**src/hdl/olid_pkg.sv**
```systemverilog
`timescale 1ns / 1ps

package olid_pkg;

	localparam int CAPACITY = 16;
	localparam int CNT_W    = $clog2(CAPACITY + 1);
	localparam int IDX_W    = (CAPACITY > 1) ? $clog2(CAPACITY) : 1;
	localparam int DATA_W   = 32;

	localparam logic [1:0] KIND_INSERT = 2'd0;
	localparam logic [1:0] KIND_DELETE = 2'd1;
	localparam logic [1:0] KIND_READ   = 2'd2;
	localparam logic [1:0] KIND_NONE   = 2'd3;

	localparam logic [1:0] ST_OK       = 2'd0;
	localparam logic [1:0] ST_EMPTY    = 2'd1;
	localparam logic [1:0] ST_NOTFOUND = 2'd2;
	localparam logic [1:0] ST_FULL     = 2'd3;

	typedef enum logic {
		S_IDLE,
		S_EXEC
	} state_t;

	typedef struct packed {
		logic accept;
		logic exec;
	} dp_cmd_t;

	typedef struct packed {
		logic emits;
		logic read_more;
	} dp_sts_t;

endpackage

```
**src/hdl/olid_intf.sv**
```systemverilog
`timescale 1ns / 1ps

interface olid_in_if;
	logic               valid;
	logic               ready;
	logic [1:0]         kind;
	logic signed [31:0] value;

	modport source (output valid, output kind, output value, input ready);
	modport sink (input valid, input kind, input value, output ready);
endinterface

interface olid_out_if;
	logic               valid;
	logic               ready;
	logic signed [31:0] entry_value;
	logic [1:0]         status;
	logic               last;

	modport source (output valid, output entry_value, output status, output last,
		input ready);
	modport sink (input valid, input entry_value, input status, input last,
		output ready);
endinterface

```
**src/hdl/ordered_list_insert_delete_top.sv**
```systemverilog
`timescale 1ns / 1ps

// Ordered list of up to 16 signed 32-bit values, newest at the front.
// req carries one operation per transfer: kind insert, delete or readout,
// with value as the operand. rsp carries entry_value, status and last.
// Insert and delete answer with one result; readout gives one result per
// held entry, front first, last set on the final one, or a single
// list-empty result. Unused kind three is dropped with no result.
// The request is registered into kind and value; the result register is
// then loaded in the execute state, which each operation passes through
// before req is ready again. Readout reads one entry per cycle from the
// list while rsp is not stalled.
// req is ready only between operations; one held result can wait on rsp
// while the next request is taken. A stalled rsp holds the result and
// the controller waits in its execute state until the register drains.
// Reset empties the list at once; entry contents need no clearing.
module ordered_list_insert_delete_top (
	input  logic       clk,
	input  logic       arst_n,
	olid_in_if.sink    req,
	olid_out_if.source rsp
);

	olid_pkg::dp_cmd_t cmd;
	olid_pkg::dp_sts_t sts;

	olid_ctrl u_ctrl (
		.clk       (clk),
		.arst_n    (arst_n),
		.req_valid (req.valid),
		.req_ready (req.ready),
		.rsp_valid (rsp.valid),
		.rsp_ready (rsp.ready),
		.sts       (sts),
		.cmd       (cmd)
	);

	olid_dp u_dp (
		.clk         (clk),
		.arst_n      (arst_n),
		.cmd         (cmd),
		.sts         (sts),
		.kind        (req.kind),
		.value       (req.value),
		.entry_value (rsp.entry_value),
		.status      (rsp.status),
		.last        (rsp.last)
	);

endmodule

```
**src/hdl/olid_ctrl.sv**
```systemverilog
`timescale 1ns / 1ps

module olid_ctrl (
	input  logic              clk,
	input  logic              arst_n,
	input  logic              req_valid,
	output logic              req_ready,
	output logic              rsp_valid,
	input  logic              rsp_ready,
	input  olid_pkg::dp_sts_t sts,
	output olid_pkg::dp_cmd_t cmd
);

	olid_pkg::state_t state_q, state_d;
	logic             out_valid_q, out_valid_d;
	logic             slot_free;

	always_ff @(posedge clk or negedge arst_n) begin
		if (!arst_n) begin
			state_q     <= olid_pkg::S_IDLE;
			out_valid_q <= 1'b0;
		end else begin
			state_q     <= state_d;
			out_valid_q <= out_valid_d;
		end
	end

	assign slot_free = !out_valid_q || rsp_ready;

	always_comb begin
		state_d     = state_q;
		req_ready   = 1'b0;
		cmd.accept  = 1'b0;
		cmd.exec    = 1'b0;
		out_valid_d = out_valid_q && !rsp_ready;
		unique case (state_q)
			olid_pkg::S_IDLE: begin
				req_ready  = 1'b1;
				cmd.accept = req_valid;
				if (req_valid) begin
					state_d = olid_pkg::S_EXEC;
				end
			end
			olid_pkg::S_EXEC: begin
				// wait for the result register to drain before the next transfer
				if (slot_free) begin
					cmd.exec = 1'b1;
					if (sts.emits) begin
						out_valid_d = 1'b1;
					end
					if (!sts.read_more) begin
						state_d = olid_pkg::S_IDLE;
					end
				end
			end
			default: state_d = olid_pkg::S_IDLE;
		endcase
	end

	assign rsp_valid = out_valid_q;

endmodule

```
**src/hdl/olid_dp.sv**
```systemverilog
`timescale 1ns / 1ps

module olid_dp (
	input  logic               clk,
	input  logic               arst_n,
	input  olid_pkg::dp_cmd_t  cmd,
	output olid_pkg::dp_sts_t  sts,
	input  logic [1:0]         kind,
	input  logic signed [31:0] value,
	output logic signed [31:0] entry_value,
	output logic [1:0]         status,
	output logic               last
);

	logic [1:0]                     kind_q;
	logic [olid_pkg::DATA_W-1:0]    value_q;
	logic [olid_pkg::CNT_W-1:0]     count_q;
	logic [olid_pkg::IDX_W-1:0]     idx_q;
	logic [olid_pkg::DATA_W-1:0]    entries_q [olid_pkg::CAPACITY];
	logic [olid_pkg::DATA_W-1:0]    out_value_q;
	logic [1:0]                     out_status_q;
	logic                           out_last_q;

	logic [olid_pkg::CAPACITY-1:0]  match;
	logic [olid_pkg::CAPACITY-1:0]  past_match;
	logic                           found;
	logic                           full;
	logic                           empty;
	logic [olid_pkg::CNT_W-1:0]     idx_ext;
	logic                           idx_at_end;

	assign full       = (count_q == olid_pkg::CNT_W'(olid_pkg::CAPACITY));
	assign empty      = (count_q == '0);
	assign idx_ext    = olid_pkg::CNT_W'(idx_q);
	assign idx_at_end = (idx_ext + olid_pkg::CNT_W'(1) == count_q);

	// compare every held entry, then mark all places at or behind the first hit
	always_comb begin
		logic run;
		run = 1'b0;
		for (int i = 0; i < olid_pkg::CAPACITY; i++) begin
			match[i]      = (olid_pkg::CNT_W'(i) < count_q) && (entries_q[i] == value_q);
			run           = run | match[i];
			past_match[i] = run;
		end
		found = run;
	end

	assign sts.emits     = (kind_q != olid_pkg::KIND_NONE);
	assign sts.read_more = (kind_q == olid_pkg::KIND_READ) && !empty && !idx_at_end;

	always_ff @(posedge clk or negedge arst_n) begin
		if (!arst_n) begin
			kind_q  <= olid_pkg::KIND_NONE;
			count_q <= '0;
			idx_q   <= '0;
		end else begin
			if (cmd.accept) begin
				kind_q <= kind;
				idx_q  <= '0;
			end else if (cmd.exec) begin
				case (kind_q)
					olid_pkg::KIND_INSERT: begin
						if (!full) begin
							count_q <= count_q + olid_pkg::CNT_W'(1);
						end
					end
					olid_pkg::KIND_DELETE: begin
						if (found) begin
							count_q <= count_q - olid_pkg::CNT_W'(1);
						end
					end
					olid_pkg::KIND_READ: begin
						idx_q <= idx_q + olid_pkg::IDX_W'(1);
					end
					default: ;
				endcase
			end
		end
	end

	always_ff @(posedge clk) begin
		if (cmd.accept) begin
			value_q <= value;
		end
		if (cmd.exec) begin
			out_value_q <= '0;
			out_last_q  <= 1'b1;
			case (kind_q)
				olid_pkg::KIND_INSERT: begin
					if (full) begin
						out_status_q <= olid_pkg::ST_FULL;
					end else begin
						out_status_q <= olid_pkg::ST_OK;
						for (int i = olid_pkg::CAPACITY - 1; i > 0; i--) begin
							entries_q[i] <= entries_q[i-1];
						end
						entries_q[0] <= value_q;
					end
				end
				olid_pkg::KIND_DELETE: begin
					if (empty) begin
						out_status_q <= olid_pkg::ST_EMPTY;
					end else if (!found) begin
						out_status_q <= olid_pkg::ST_NOTFOUND;
					end else begin
						out_status_q <= olid_pkg::ST_OK;
						// close the gap: every place from the hit on takes its successor
						for (int i = 0; i < olid_pkg::CAPACITY - 1; i++) begin
							if (past_match[i]) begin
								entries_q[i] <= entries_q[i+1];
							end
						end
					end
				end
				olid_pkg::KIND_READ: begin
					if (empty) begin
						out_status_q <= olid_pkg::ST_EMPTY;
					end else begin
						out_status_q <= olid_pkg::ST_OK;
						out_value_q  <= entries_q[idx_q];
						out_last_q   <= idx_at_end;
					end
				end
				default: out_status_q <= olid_pkg::ST_OK;
			endcase
		end
	end

	assign entry_value = signed'(out_value_q);
	assign status      = out_status_q;
	assign last        = out_last_q;

endmodule
```
**src/flat_wrapper.sv**
```systemverilog
// flat-port wrapper written by rule: the top's interface ports become plain ports
module ordered_list_insert_delete_top_flat 
  (clk, arst_n, req_valid, req_kind, req_value, req_ready, rsp_valid, rsp_entry_value, rsp_status, rsp_last, rsp_ready);
  olid_in_if req_i ();
  olid_out_if rsp_i ();
  input  logic clk;
  input  logic arst_n;
  input wire logic [$bits(req_i.valid)-1:0] req_valid;
  input wire logic [$bits(req_i.kind)-1:0] req_kind;
  input wire logic [$bits(req_i.value)-1:0] req_value;
  output wire logic [$bits(req_i.ready)-1:0] req_ready;
  output wire logic [$bits(rsp_i.valid)-1:0] rsp_valid;
  output wire logic [$bits(rsp_i.entry_value)-1:0] rsp_entry_value;
  output wire logic [$bits(rsp_i.status)-1:0] rsp_status;
  output wire logic [$bits(rsp_i.last)-1:0] rsp_last;
  input wire logic [$bits(rsp_i.ready)-1:0] rsp_ready;
  assign req_i.valid = req_valid;
  assign req_i.kind = req_kind;
  assign req_i.value = req_value;
  assign req_ready = req_i.ready;
  assign rsp_valid = rsp_i.valid;
  assign rsp_entry_value = rsp_i.entry_value;
  assign rsp_status = rsp_i.status;
  assign rsp_last = rsp_i.last;
  assign rsp_i.ready = rsp_ready;
  ordered_list_insert_delete_top u_core (.clk(clk), .arst_n(arst_n), .req(req_i), .rsp(rsp_i));
endmodule
```
**config.mk**
```make
export PLATFORM = sky130hd
export DESIGN_NAME = ordered_list_insert_delete_top_flat
export DESIGN_NICKNAME = d
export VERILOG_FILES = /design/src/hdl/olid_pkg.sv /design/src/hdl/olid_intf.sv /design/src/hdl/ordered_list_insert_delete_top.sv /design/src/hdl/olid_ctrl.sv /design/src/hdl/olid_dp.sv /design/src/flat_wrapper.sv
export SDC_FILE = /design/constraint.sdc
export NUM_CORES = 2
export LEC_CHECK = 0
export BUFFER_PORTS_ARGS = -buffer_cell sky130_fd_sc_hd__clkbuf_2
export CAP_MARGIN = 15
export CORE_UTILIZATION = 55
export DETAILED_ROUTE_END_ITERATION = 16
export PLACE_DENSITY = 0.71
export REMOVE_ABC_BUFFERS = 1
export SYNTH_ARGS = -nofsm -noshare
export SYNTH_HDL_FRONTEND = slang
export SYNTH_HIERARCHICAL = 1
export SYNTH_SLANG_ARGS = --single-unit
```
**constraint.sdc**
```tcl
create_clock -name clk -period 5.9 [get_ports clk]
set_input_delay 1.18 -clock clk [delete_from_list [all_inputs] [get_ports clk]]
set_output_delay 1.18 -clock clk [all_outputs]
set_load 0.02 [all_outputs]
```
==> impl_metrics.tcl <==
set metrics [dict create \
    design_area_um2 40150 \
    grtUsageTotal_pct 41.20 \
    fp.dieH_um 260.2 \
    pwr-share-clk_pct 23.6 \
    yosys.cell_types.count 74 \
    post-route-period-util_pct 82.96 \
    clk_pin_slew_ps 60 \
    placed_cells 3423 \
    io-pin-count 75 \
    cts_tree "yes" \
    hold_buffers 0 \
    ctsRootBufferMaster "clkbuf_16" \
    powerDensity_nw_per_um2 472.0 \
    stdcell_count 3549 \
    totalWireLength_um 138800 \
    synth_area_um2 36670 \
    port_buffers 74 \
    grt_setup_unrepaired "no" \
    cp_top_family "simple AND/OR/NAND/NOR gates" \
    dp_hpwl_um 108100 \
    seqPwrFrac_pct 40.2 \
    place_area_um2 37800 \
    worst_slack_ps 1006 \
    tightest_slew_ps 1181 \
    yosysSeqAreaShare_pct 48.31 \
    timing.fmax_ghz 0.2043 \
    nNetsFinal 2673 \
    path_class "reg -> reg" \
    dp_worst_setup_slack_ps 1186 \
    synth_commonest_cells "edfxtp_1 (579), mux2_2 (398), xor2_1 (304)" \
    ys.flop_type "edfxtp_1" \
    die-area_um2 67700 \
    ys_ff_latch 592 \
    r2r_setup_slack_ps 1010 \
    place.gp.congestion 1.022 \
    dr.first_iter.drc_count 3081 \
    yosysTopAreaCell "edfxtp_1" \
    status "finished, final reports clean" \
    worstPathMaxFanout 27 \
    start_util_pct 55.67 \
    swShare_pct 40.18 \
    cp_num_buf_inv 2 \
    synth_edf_count 579 \
    start_kind "flip-flop" \
    cts_inserted_buffers 68 \
    r2r_end "u_core/u_dp/entries_q[2][1]" \
    ant_nets 0 \
    slowest_stage "xnor2_1" \
    slew_headroom_pct 21.09 \
    synthMostInstantiatedCell "edfxtp_1" \
    finClkSkew_ps 26.27 \
    r2r-start "u_core/u_dp/value_q[24]" \
    syn_inst 2574 \
    synth_area_leaders "edfxtp_1 (47%), mux2_2 (12%), mux4_2 (9.8%), xor2_1 (7.3%), xnor2_1 (4.8%)" \
    pwr-share-comb_pct 36.2 \
    hp-class "in -> async" \
    setup_viol 0 \
    routed_via_density 7.120 \
    clk_path_buf_depth 3 \
    p_int_uw 11340 \
    vdd_ir_drop_max_v 0.0003189 \
    first_global_vias 24923 \
    synthArstFlopShare_pct 2.196 \
    switchingPower_uw 7614 \
    crit_chain "buf_4 > xnor2_1 > nand4_1 > nor4_1 > and3_1 > a41oi_1 > and3_1 > a311o_2 > nand2_1 > buf_4" \
    post_cts_buffers 0 \
    wl_per_cell_um 39.11 \
    critPathMaxStageDelay_ps 830 \
    grt_remaining_overflow 0 \
    die_w_um 260.2 \
    cts_max_level 3 \
    drive_above_1_share_pct 34.35 \
    antenna_found_initial 8 \
    synth_top_area_share_pct 47.42 \
    areaGrowthSynthToFinish_pct 9.497 \
    syn_avg_cell_area_um2 14.24 \
    p_total_uw 18950 \
    drc 0 \
    numClockSinks 592 \
    via_count 25270 \
    worst_ep_arrival_time_ps 5130 \
    dr.pass1.iters 8 \
    hold_viol 0 \
    drv_slew 0 \
    postCtsResizedCells 0 \
    min_period_ps 4894 \
    crit_required_ps 6130 \
    insertion_delay_ps 620 \
    ys.warnings.count 6 \
    endpoint_kind "flip-flop" \
    rr_worst_depth 10 \
    core.rowCount 94 \
    p_leak_uw 0.01303 \
    grt_pass1_wl_um 192000 \
    fp.coreArea_um2 65860 \
    grt_max_degree 73 \
    maxCapViolations 0 \
]
==> flip-flops by register name, indices dropped and copies added, names as in the netlist <==
register,cells
u_core/u_ctrl/rsp_valid,1
u_core/u_dp/entry_value,32
u_core/u_ctrl/state_q,1
u_core/u_dp/kind_q,2
u_core/u_dp/value_q,32
u_core/u_dp/count_q,5
u_core/u_dp/entries_q,512
u_core/u_dp/status,2
u_core/u_dp/idx_q,4
u_core/u_dp/last,1
==> layout by cell type, fill, tap and decap left out, types with 9 or more instances in the layout <==
cell         n
clkbuf_16   70
nand3_1     35
bufinv_16   10
mux2_1      27
mux2_4      58
a21oi_1     11
xnor2_1    202
edfxtp_1   579
nor2_1      54
mux4_2     160
clkinv_2    11
buf_4       70
or3_1       12
nor3_1      37
or4_1       10
nand2_1     40
and3_1       9
mux2_2     398
nand2b_1    12
nor2b_1     65
clkbuf_2    74
xor2_1     304
clkinv_1    12
inv_1       12
nand4_1    122
nor4_1     137
==> layer usage <==
metal	vias to the layer above	GRT usage [%]	share of wire [%]
li1	10159	-	-
met1	12976	49.90	35
met2	1760	65.60	47
met3	375	8.099	9.6
met4	0	30.52	8.8
met5	-	0	0
==> worst register-to-register path, stage by stage, from the launching register on <==
cell	delay [ps]
edfxtp_1	770
buf_4	340
xnor2_1	830
nand4_1	170
nor4_1	380
and3_1	240
a41oi_1	90
and3_1	320
a311o_2	500
nand2_1	340
buf_4	500
==> area by class of cell <==
cell class / instances / area, um^2
fillers: 4984 / 25710
multi-input cells: 1805 / 17940
flip-flops and latches: 592 / 17720
clock buffers: 81 / 1823
well taps: 864 / 1081
repair buffers: 151 / 1044
clock inverters: 43 / 491.7
inverters: 12 / 45.04
diodes: 1 / 2.502
==> worst max-delay path by stage <==
stage / from / to / slack, ps / depth (start not counted)
floorplan: u_core/u_dp/idx_q[0] / u_core/u_ctrl/state_q / -890 / 11
global placement: u_core/u_dp/value_q[18] / u_core/u_dp/entries_q[2][24] / 1190 / 10
detailed placement: u_core/u_dp/value_q[28] / u_core/u_dp/entries_q[8][24] / 1190 / 10
CTS: u_core/u_dp/value_q[28] / u_core/u_dp/entries_q[8][24] / 1160 / 10
global route: u_core/u_dp/value_q[22] / u_core/u_dp/entries_q[2][1] / 960 / 9
finish: u_core/u_dp/value_q[24] / u_core/u_dp/entries_q[2][1] / 1010 / 10
==> power groups by stage <==
stage                     clock network [uW]  registers [uW]  logic (uW)
after floorplan                            0            7410        3780
after global placement                     0            7550        6570
after detailed placement                   0            7630        6610
after CTS                               4500            7540        6650
after global routing                    4640            7720        6960
final                                   4480            7620        6850
==> kinds of logic after synthesis <==
kind of cell	share of synthesized area, %
DFF	48.31
and+or+nand+nor	9.773
AOI/OAI and AO/OA	1.184
xor gates and xnor gates	12.26
buffers and inverters	3.013
muxes	25.28
adders and majority gates	0.1706
==> metrics by stage <==
step                      hold WS [ps]  TNS [ps]  util, %
final                            477.9         0    60.96
after global routing             488.3         0    60.95
after CTS                        468.2         0    60.91
after detailed placement         508.9         0    57.40
after global placement           500.4         0    57.40
after floorplan                  477.2    -22340        -
No activity file was read; power rests on OpenSTA's default activity.
